--- src/rtl/iee_pkg.sv ---
// iee_pkg: types, opcodes and character codes shared by the infix
// expression evaluator controller, datapath and top level
// depends on nothing
package iee_pkg;

  localparam int unsigned WordWidth = 32;

  typedef enum logic [1:0] {
    OP_PLUS   = 2'd0,
    OP_MINUS  = 2'd1,
    OP_TIMES  = 2'd2,
    OP_DIVIDE = 2'd3
  } op_t;

  typedef enum logic [1:0] {
    ST_OK      = 2'd0,
    ST_DIV0    = 2'd1,
    ST_NESTING = 2'd2
  } status_t;

  localparam logic [7:0] ChPlus   = 8'h2B;
  localparam logic [7:0] ChMinus  = 8'h2D;
  localparam logic [7:0] ChTimes  = 8'h2A;
  localparam logic [7:0] ChDivide = 8'h2F;
  localparam logic [7:0] ChOpen   = 8'h28;
  localparam logic [7:0] ChClose  = 8'h29;
  localparam logic [7:0] ChSpace  = 8'h20;
  localparam logic [7:0] ChZero   = 8'h30;
  localparam logic [7:0] ChNine   = 8'h39;
  localparam logic [3:0] Ten      = 4'd10;

  // datapath commands, one at a time
  typedef enum logic [2:0] {
    CMD_NONE  = 3'd0,
    CMD_DIGIT = 3'd1,  // accum = accum*10 + digit
    CMD_APPLY = 3'd2,  // apply pending op, optionally set new op
    CMD_PUSH  = 3'd3,  // open a level
    CMD_CLOSE = 3'd4,  // close current level
    CMD_CLEAR = 3'd5   // back to reset values
  } cmd_kind_t;

  typedef struct packed {
    cmd_kind_t  kind;
    logic       set_op;
    op_t        new_op;
    logic [3:0] digit;
  } cmd_t;

  typedef struct packed {
    logic    busy;
    logic    done;      // command finished this cycle
    logic    at_top;    // level pointer is zero
    logic    stopped;
    logic    too_deep;  // push would exceed depth
    status_t err;
  } stat_t;

endpackage

--- src/rtl/iee_datapath.sv ---
// iee_datapath: level stack, number accumulator, iterative multiply and divide
// depends on iee_pkg
module iee_datapath #(
  parameter int unsigned DEPTH = 16
) (
  input  logic                clk,
  input  logic                rst,
  input  iee_pkg::cmd_t       cmd,
  output iee_pkg::stat_t      stat,
  output logic [31:0]         result
);

  localparam int unsigned PtrW = (DEPTH > 1) ? $clog2(DEPTH) : 1;
  localparam int unsigned CntW = 6;

  // level stack memory (synchronous write, async read of the enclosing level)
  logic [31:0]     mem_sum  [DEPTH];
  logic [31:0]     mem_term [DEPTH];
  iee_pkg::op_t    mem_op   [DEPTH];

  logic [PtrW-1:0] ptr;
  // current level kept in registers
  logic [31:0]     cur_sum, cur_term, accum;
  iee_pkg::op_t    cur_op;
  logic            stopped;
  iee_pkg::status_t err;
  logic            done;

  // iterative unit
  typedef enum logic [4:0] {
    S_IDLE = 5'b00001,
    S_MUL  = 5'b00010,
    S_DIV  = 5'b00100,
    S_POP  = 5'b01000,
    S_FIN  = 5'b10000
  } dstate_t;
  dstate_t         ds;
  logic [CntW-1:0] cnt;
  logic [31:0]     ma, mb, prod;     // multiply shift-add
  logic [31:0]     rem, quo, dvs;   // divide restoring
  logic            qneg;
  logic            close_after;
  logic            pend_set;
  iee_pkg::op_t    pend_op;

  logic [31:0] rem_sh;
  logic [32:0] rem_try;
  assign rem_sh  = {rem[30:0], quo[31]};
  assign rem_try = {1'b0, rem_sh} - {1'b0, dvs};

  logic [31:0] abs_t, abs_n;
  assign abs_t = cur_term[31] ? (32'd0 - cur_term) : cur_term;
  assign abs_n = accum[31] ? (32'd0 - accum) : accum;

  logic [31:0] closed_v;
  assign closed_v = cur_sum + cur_term;

  logic [PtrW:0] ptr_inc;
  assign ptr_inc = {1'b0, ptr} + 1'b1;

  always_comb begin
    stat.busy     = (ds != S_IDLE);
    stat.done     = done;
    stat.at_top   = (ptr == '0);
    stat.stopped  = stopped;
    stat.too_deep = (ptr_inc >= (PtrW + 1)'(DEPTH));
    stat.err      = err;
  end
  assign result = closed_v;

  always_ff @(posedge clk) begin
    done <= 1'b0;
    if (rst) begin
      ds <= S_IDLE; ptr <= '0; stopped <= 1'b0; err <= iee_pkg::ST_OK;
      cur_sum <= '0; cur_term <= '0; accum <= '0; cur_op <= iee_pkg::OP_PLUS;
      cnt <= '0;
    end else begin
      unique case (ds)
        S_IDLE: begin
          case (cmd.kind)
            iee_pkg::CMD_DIGIT: begin
              accum <= 32'(accum * 32'(iee_pkg::Ten)) + 32'(cmd.digit);
              done <= 1'b1;
            end
            iee_pkg::CMD_APPLY, iee_pkg::CMD_CLOSE: begin
              close_after <= (cmd.kind == iee_pkg::CMD_CLOSE);
              pend_set <= cmd.set_op;
              pend_op  <= cmd.new_op;
              case (cur_op)
                iee_pkg::OP_PLUS: begin
                  cur_sum <= closed_v; cur_term <= accum; accum <= '0;
                  ds <= S_FIN;
                end
                iee_pkg::OP_MINUS: begin
                  cur_sum <= closed_v; cur_term <= 32'd0 - accum; accum <= '0;
                  ds <= S_FIN;
                end
                iee_pkg::OP_TIMES: begin
                  ma <= cur_term; mb <= accum; prod <= '0; cnt <= '0;
                  ds <= S_MUL;
                end
                default: begin
                  if (accum == '0) begin
                    err <= iee_pkg::ST_DIV0; stopped <= 1'b1;
                    cur_term <= '0; accum <= '0; done <= 1'b1;
                  end else begin
                    quo <= abs_t; rem <= '0; dvs <= abs_n; cnt <= '0;
                    qneg <= cur_term[31] ^ accum[31];
                    ds <= S_DIV;
                  end
                end
              endcase
            end
            iee_pkg::CMD_PUSH: begin
              if (stat.too_deep) begin
                err <= iee_pkg::ST_NESTING; stopped <= 1'b1;
              end else begin
                mem_sum[ptr] <= cur_sum; mem_term[ptr] <= cur_term;
                mem_op[ptr] <= cur_op;
                ptr <= ptr_inc[PtrW-1:0];
                cur_sum <= '0; cur_term <= '0; cur_op <= iee_pkg::OP_PLUS;
                accum <= '0;
              end
              done <= 1'b1;
            end
            iee_pkg::CMD_CLEAR: begin
              ptr <= '0; stopped <= 1'b0; err <= iee_pkg::ST_OK;
              cur_sum <= '0; cur_term <= '0; accum <= '0;
              cur_op <= iee_pkg::OP_PLUS;
              done <= 1'b1;
            end
            default: ;
          endcase
        end
        // shift-add multiply, one bit a cycle
        S_MUL: begin
          if (mb[0]) prod <= prod + ma;
          ma <= {ma[30:0], 1'b0};
          mb <= {1'b0, mb[31:1]};
          cnt <= cnt + 1'b1;
          if (cnt == CntW'(31)) begin
            cur_term <= mb[0] ? prod + ma : prod;
            accum <= '0;
            ds <= S_FIN;
          end
        end
        // restoring divide, one quotient bit a cycle
        S_DIV: begin
          if (!rem_try[32]) begin
            rem <= rem_try[31:0]; quo <= {quo[30:0], 1'b1};
          end else begin
            rem <= rem_sh; quo <= {quo[30:0], 1'b0};
          end
          cnt <= cnt + 1'b1;
          if (cnt == CntW'(31)) begin
            cur_term <= qneg ? 32'd0 - {quo[30:0], ~rem_try[32]}
                             : {quo[30:0], ~rem_try[32]};
            accum <= '0;
            ds <= S_FIN;
          end
        end
        // finish apply: set op or close the level
        S_FIN: begin
          if (pend_set) cur_op <= pend_op;
          if (close_after) begin
            if (ptr != '0) begin
              accum <= closed_v;
              ds <= S_POP;
            end else begin
              cur_sum <= closed_v; cur_term <= '0; cur_op <= iee_pkg::OP_PLUS;
              stopped <= 1'b1;
              done <= 1'b1;
              ds <= S_IDLE;
            end
          end else begin
            done <= 1'b1;
            ds <= S_IDLE;
          end
        end
        // restore the enclosing level
        S_POP: begin
          ptr <= ptr - 1'b1;
          cur_sum <= mem_sum[ptr - 1'b1];
          cur_term <= mem_term[ptr - 1'b1];
          cur_op <= mem_op[ptr - 1'b1];
          done <= 1'b1;
          ds <= S_IDLE;
        end
        default: ds <= S_IDLE;
      endcase
    end
  end

  // error always comes with stop
  assert property (@(posedge clk) disable iff (rst)
    (err != iee_pkg::ST_OK) |-> stopped) else $error("error without stop");
  // multiply only starts from idle with a pending times op
  assert property (@(posedge clk) disable iff (rst)
    (ds == S_MUL) && $past(ds == S_IDLE) |-> $past(cur_op == iee_pkg::OP_TIMES))
    else $error("multiply started without times");
  // pop only below top level
  assert property (@(posedge clk) disable iff (rst)
    (ds == S_POP) |-> (ptr != '0)) else $error("pop at top level");

endmodule

--- src/rtl/iee_control.sv ---
// iee_control: per-character sequencer issuing datapath commands
// depends on iee_pkg
module iee_control (
  input  logic                 clk,
  input  logic                 rst,
  input  logic                 in_valid,
  output logic                 in_ready,
  input  logic [7:0]           ch,
  input  logic                 last,
  output iee_pkg::cmd_t        cmd,
  input  iee_pkg::stat_t       stat,
  input  logic [31:0]          result,
  output logic                 out_valid,
  input  logic                 out_ready,
  output logic [31:0]          out_value,
  output logic [1:0]           out_status
);

  typedef enum logic [5:0] {
    C_IDLE  = 6'b000001,
    C_CHAR  = 6'b000010,
    C_WAIT  = 6'b000100,
    C_CLOSE = 6'b001000,
    C_CWAIT = 6'b010000,
    C_CLEAR = 6'b100000
  } cstate_t;

  cstate_t    cs;
  logic [7:0] ch_r;
  logic       last_r;

  logic is_digit;
  assign is_digit = (ch_r >= iee_pkg::ChZero) && (ch_r <= iee_pkg::ChNine);

  assign in_ready = (cs == C_IDLE) && !out_valid;

  // command decode
  always_comb begin
    cmd = '{kind: iee_pkg::CMD_NONE, set_op: 1'b0, new_op: iee_pkg::OP_PLUS,
            digit: 4'(ch_r - iee_pkg::ChZero)};
    unique case (cs)
      C_CHAR: begin
        if (!stat.stopped) begin
          if (is_digit) cmd.kind = iee_pkg::CMD_DIGIT;
          else case (ch_r)
            iee_pkg::ChPlus:   begin cmd.kind = iee_pkg::CMD_APPLY; cmd.set_op = 1'b1;
                                 cmd.new_op = iee_pkg::OP_PLUS; end
            iee_pkg::ChMinus:  begin cmd.kind = iee_pkg::CMD_APPLY; cmd.set_op = 1'b1;
                                 cmd.new_op = iee_pkg::OP_MINUS; end
            iee_pkg::ChTimes:  begin cmd.kind = iee_pkg::CMD_APPLY; cmd.set_op = 1'b1;
                                 cmd.new_op = iee_pkg::OP_TIMES; end
            iee_pkg::ChDivide: begin cmd.kind = iee_pkg::CMD_APPLY; cmd.set_op = 1'b1;
                                 cmd.new_op = iee_pkg::OP_DIVIDE; end
            iee_pkg::ChOpen:   cmd.kind = iee_pkg::CMD_PUSH;
            iee_pkg::ChClose:  cmd.kind = iee_pkg::CMD_CLOSE;
            default: ;
          endcase
        end
      end
      C_CLOSE: if (!stat.stopped) cmd.kind = iee_pkg::CMD_CLOSE;
      C_CLEAR: cmd.kind = iee_pkg::CMD_CLEAR;
      default: ;
    endcase
  end

  always_ff @(posedge clk) begin
    if (rst) begin
      cs <= C_IDLE; out_valid <= 1'b0;
    end else begin
      if (out_valid && out_ready) out_valid <= 1'b0;
      unique case (cs)
        C_IDLE: if (in_valid && in_ready) begin
          ch_r <= ch; last_r <= last; cs <= C_CHAR;
        end
        C_CHAR: begin
          if (cmd.kind == iee_pkg::CMD_NONE) cs <= last_r ? C_CLOSE : C_IDLE;
          else if (cmd.kind == iee_pkg::CMD_DIGIT || cmd.kind == iee_pkg::CMD_PUSH)
            cs <= last_r ? C_CLOSE : C_IDLE;
          else cs <= C_WAIT;
        end
        C_WAIT: if (stat.done) cs <= last_r ? C_CLOSE : C_IDLE;
        C_CLOSE: begin
          if (stat.stopped) begin
            out_value  <= (stat.err == iee_pkg::ST_OK) ? result : '0;
            out_status <= stat.err;
            out_valid  <= 1'b1;
            cs <= C_CLEAR;
          end else cs <= C_CWAIT;
        end
        C_CWAIT: if (stat.done) cs <= C_CLOSE;
        C_CLEAR: cs <= C_IDLE;
        default: cs <= C_IDLE;
      endcase
    end
  end

  // no new request while a result waits
  assert property (@(posedge clk) disable iff (rst)
    out_valid && !out_ready |=> !(in_valid && in_ready) || !$past(out_valid))
    else $error("request taken with result pending");
  // result only raised from closing
  assert property (@(posedge clk) disable iff (rst)
    $rose(out_valid) |-> $past(cs == C_CLOSE)) else $error("stray result");
  // clear always follows a result
  assert property (@(posedge clk) disable iff (rst)
    $rose(out_valid) |-> (cs == C_CLEAR)) else $error("no clear after result");

endmodule

--- src/rtl/infix_expression_evaluator.sv ---
// infix_expression_evaluator: top level, joins the sequencer and the datapath
// depends on iee_pkg, iee_control, iee_datapath
//
// Takes an expression one character per request (tlast marks the final one)
// and gives one signed 32-bit value with a status code after the last
// character. A digit, space, '(' or ignored character needs no apply; an
// operator applies the pending one, and when that is * or / the multiply or
// divide runs one bit a cycle in an iterative shift unit; a division by zero
// stops without running the divider. A ')' costs the same as an operator at
// the top level and adds a pop below it. After the last character each still
// open level, up to DEPTH-1 of them, costs one more apply plus a pop, the top
// level a final apply, then the result is raised and the clear state follows.
module infix_expression_evaluator #(
  parameter int unsigned DEPTH = 16
) (
  input  logic        clk,
  input  logic        rst,
  input  logic        s_axis_tvalid,
  output logic        s_axis_tready,
  input  logic [7:0]  s_axis_tdata,   // char_code
  input  logic        s_axis_tlast,   // last_char
  output logic        m_axis_tvalid,
  input  logic        m_axis_tready,
  output logic [39:0] m_axis_tdata    // value[31:0], status[33:32], zero fill
);

  iee_pkg::cmd_t  cmd;
  iee_pkg::stat_t stat;
  logic [31:0]    result, out_value;
  logic [1:0]     out_status;

  iee_control u_ctrl (
    .clk(clk), .rst(rst),
    .in_valid(s_axis_tvalid), .in_ready(s_axis_tready),
    .ch(s_axis_tdata), .last(s_axis_tlast),
    .cmd(cmd), .stat(stat), .result(result),
    .out_valid(m_axis_tvalid), .out_ready(m_axis_tready),
    .out_value(out_value), .out_status(out_status)
  );

  iee_datapath #(.DEPTH(DEPTH)) u_dp (
    .clk(clk), .rst(rst), .cmd(cmd), .stat(stat), .result(result)
  );

  assign m_axis_tdata = {6'd0, out_status, out_value};

endmodule

--- config.mk ---
export PLATFORM = sky130hd
export DESIGN_NAME = infix_expression_evaluator
export DESIGN_NICKNAME = d
export VERILOG_FILES = /design/src/rtl/iee_pkg.sv /design/src/rtl/iee_datapath.sv /design/src/rtl/iee_control.sv /design/src/rtl/infix_expression_evaluator.sv
export SDC_FILE = /design/constraint.sdc
export NUM_CORES = 2
export LEC_CHECK = 0
export ABC_CLOCK_PERIOD_IN_PS = 11850
export BUFFER_PORTS_ARGS = -buffer_cell sky130_fd_sc_hd__buf_2
export CAP_MARGIN = 5
export CORE_MARGIN = 2
export CORE_UTILIZATION = 45
export CTS_CLUSTER_SIZE = 24
export DETAILED_ROUTE_END_ITERATION = 7
export HOLD_SLACK_MARGIN = 0.06
export PLACE_DENSITY = 0.64
export SYNTH_ARGS = -nofsm -noshare
export SYNTH_HDL_FRONTEND = slang
export SYNTH_HIERARCHICAL = 1
export SYNTH_SLANG_ARGS = --single-unit
--- constraint.sdc ---
create_clock -name clk -period 11.85 [get_ports clk]
set_input_delay 2.37 -clock clk [delete_from_list [all_inputs] [get_ports clk]]
set_output_delay 2.37 -clock clk [all_outputs]
set_load 0.005 [all_outputs]
==> results.py <==
metrics = {
    "logic_synthesis": {
        "ys_seq_area_share_pct": 63.43,
        "synth_top_cell_area_share_pct": 59.62,
        "postSynthAreaPerCell_sq_um": 14.61,
        "syn_area_sq_um": 65220,
        "synth-edff-count": 1295,
        "synth_ff_type": "edfxtp_1",
        "synth_seq_cells": 1419,
        "synth_cells": 4465,
        "async_flop_share_pct": 0,
        "synthTopCellsByArea": "edfxtp_1, mux4_2, dfxtp_1, ha_1, nand2_1",
        "yosys_warnings": 6,
        "synth_cell_types": 98,
        "synth_top_cell_by_area": "edfxtp_1",
    },
    "placed_design": {
        "placedCellCount": 6347,
        "globalplace.congestion": 0.9248,
        "io_buffers": 48,
        "hpwl_mm": 112.9,
        "place_ws_ps": 5725,
    },
    "floorplan": {
        "ios": 55,
        "die_x_um": 384.7,
        "coreArea_sq_um": 143700,
        "start_util_pct": 45.40,
        "design.die.area_sq_um": 148000,
        "fp-row-count": 139,
        "die_y_um": 384.7,
    },
    "power": {
        "power.leakage_nw": 25.32,
        "vdd_drop_max_mv": 0.1299,
        "power_density_nw_per_um2": 175.1,
    },
    "final_layout": {
        "final_cells": 6620,
        "final_layout_size_suffix_gt1_share_pct": 15.94,
        "nets": 4774,
        "syn2layout_area_growth_pct": 11.99,
    },
    "run_status": {
        "outcome": "complete, no violations",
    },
    "detailed_routing": {
        "wire_per_inst_um": 26.27,
        "vias_per_cell": 6.046,
        "dr.first_iter.drc_count": 4535,
        "ant_nets": 0,
        "drt-total-wl_mm": 173.9,
        "post-route-drc-count": 0,
        "route.vias.total": 40030,
        "first_pass_iters": 6,
    },
    "min_path": {
        "hold_class": "register to register",
    },
    "clock_network": {
        "clk_latency_ps": 820,
        "clockRootBuffer": "clkbuf_16",
        "post_cts_buffers": 0,
        "cts_tree": "done",
        "hold_buffers": 0,
        "cts_max_path_buffers": 3,
        "clk_pin_slew_worst_paths_ps": 60,
        "cts-buffers-inserted": 149,
        "cts_max_level": 4,
        "clock_sinks": 1419,
        "post_cts_resized": 0,
    },
    "sta": {
        "setup_viol": 0,
        "min_period_ps": 5761,
        "worstMarginPinSlew_ps": 1231,
        "timing_hold_violations_final": 0,
        "max_freq_ghz": 0.1736,
        "clock_skew_ps": 47.03,
        "relSlewSlack_pct": 17.60,
        "worst_slack_ps": 6089,
        "final.setup.tns_ps": 0,
        "rsz0062_at_grt": "false",
        "min_period_over_period_pct": 48.62,
        "slew_violations": 0,
    },
    "grt": {
        "grt-ovfl-total": 0,
        "grt_pass1_vias": 38340,
        "grt_max_degree": 139,
        "grt_pass1_wl_mm": 256.4,
        "grt_antenna_before_repair": 5,
        "track_usage_pct": 23.55,
    },
    "critical_path": {
        "critPathMaxFanout": 41,
        "critPathKind": "register to register",
        "arrival_ps": 6160,
        "critPathCaptureType": "register",
        "startpoint_type": "register",
        "worstPathRequired_ps": 12250,
    },
    "run": {
        "drv_cap": 0,
    },
}
cells by family after synthesis:
logic type | after synthesis | share of synthesized area, %
compound gates | 851 | 8.708
xor+xnor | 228 | 3.062
fa+ha+maj | 166 | 3.242
buf+inv | 342 | 2.099
flops | 1419 | 63.43
mux | 383 | 11.67
other cells | 2 | 0.01151
simple gates | 1074 | 7.777
synth_stat cells (13+ instances only):
| cell | number |
|---|---|
| a311oi_1 | 13 |
| a21o_1 | 56 |
| clkbuf_1 | 176 |
| buf_2 | 14 |
| nand2b_1 | 32 |
| a211oi_1 | 66 |
| o22ai_1 | 29 |
| xor2_1 | 100 |
| buf_1 | 44 |
| nand3_1 | 47 |
| nand4_1 | 15 |
| o211ai_1 | 27 |
| nor2_1 | 227 |
| nand2_1 | 449 |
| ha_1 | 161 |
| a221oi_1 | 35 |
| and3_1 | 28 |
| a2111oi_0 | 14 |
| or3_1 | 34 |
| nor3_1 | 62 |
| edfxtp_1 | 1295 |
| o21a_1 | 25 |
| nor2b_1 | 24 |
| a22oi_1 | 25 |
| mux4_2 | 302 |
| and2_1 | 47 |
| mux2i_1 | 81 |
| o31ai_1 | 30 |
| nor4_1 | 20 |
| a21oi_1 | 202 |
| a31oi_1 | 23 |
| nor3b_1 | 14 |
| inv_1 | 93 |
| dfxtp_1 | 124 |
| xnor2_1 | 128 |
| o21ai_0 | 178 |
metrics by stage:
stage	hold slack, ps	total power [mW]	instance area (sq um)	utilization, %
global placement	469.0	8.256	68250	47.51
CTS	496.8	12.81	73030	50.84
detailed placement	488.6	8.288	68250	47.51
global route	508.4	13.23	73030	50.84
finish	494.8	12.79	73040	50.85
floorplan	432.0	7.423	65480	-
sequential cells by signal, indices dropped and copies added, names as in the netlist, 5 cells and up:
register / count
u_ctrl/ch_r: 8
u_ctrl/cs: 6
u_ctrl/out_value: 32
u_dp/accum: 32
u_dp/cnt: 6
u_dp/cur_sum: 32
u_dp/cur_term: 32
u_dp/ds: 5
u_dp/dvs: 32
u_dp/ma: 32
u_dp/mb: 32
u_dp/mem_op: 32
u_dp/mem_sum: 512
u_dp/mem_term: 512
u_dp/prod: 32
u_dp/quo: 32
u_dp/rem: 31
per-layer routing:
metal	up-vias	part of all wire, %	track usage, %
met2	1841	45	35.95
met1	20220	42	33.47
met3	301	9.6	5.216
li1	17670	-	-
met5	-	0	0
met4	0	3.8	8.066
critical path, stage by stage, from the launching register on:
cell and delay, ps:
dfxtp_1 360, nor4_1 560, and3b_2 330, nand3_2 140, a211oi_1 640, nor2b_1 310, nand3_1 120, nor3_1 810
nand2_1 450, nor2_4 890, buf_4 730
power breakdown:
group / switching (mW) / total, mW / internal (mW)
clock: 2.00 / 4.54 / 2.55
combinational: 1.43 / 2.11 / 0.682
sequential: 0.297 / 6.14 / 5.84
total: 3.72 / 12.8 / 9.07
cells in the final DEF, fill, tap and decap left out, drive strengths merged, types with 24 or more instances in the layout:
cell | Yosys | final
a21o | 57 | 57
a22oi | 25 | 25
a221oi | 35 | 35
conb | 2 | 72
o21a | 25 | 25
buf | 73 | 158
nor2b | 24 | 24
a211oi | 67 | 67
a31oi | 24 | 24
nor2 | 228 | 228
nand3 | 48 | 48
o31ai | 31 | 31
and3 | 28 | 28
inv | 93 | 96
a21oi | 203 | 203
clkbuf | 176 | 191
o22ai | 29 | 29
nand2b | 32 | 32
dfxtp | 124 | 124
clkinv | 0 | 65
xor2 | 100 | 100
or3 | 36 | 36
mux4 | 302 | 302
mux2i | 81 | 81
ha | 161 | 161
edfxtp | 1295 | 1295
xnor2 | 128 | 128
and2 | 48 | 48
o21ai | 179 | 179
nand2 | 449 | 449
o211ai | 27 | 27
nor3 | 64 | 64
path summary, 6_finish.rpt:
path	startpoint	end	slack [ps]	depth (start not counted)
setup reg to reg	u_ctrl/cs[3]	u_dp/mem_term[13][3]	6090	10
hold reg to reg	u_dp/cnt[5]	u_dp/cnt[5]	490	2
hold / removal	u_dp/cnt[5]	u_dp/cnt[5]	490	2
setup / recovery	u_ctrl/cs[3]	u_dp/mem_term[13][3]	6090	10
area by class of cell:
type	count	area, sq um
fillers	11940	70610
flip-flops and latches	1419	41380
multi-input cells	2774	23030
clock buffers	191	3916
well taps	1903	2381
repair buffers	158	1119
clock inverters	77	864.6
inverters	93	349.1
diodes	5	12.51
Power figures use the tool's default switching activity.
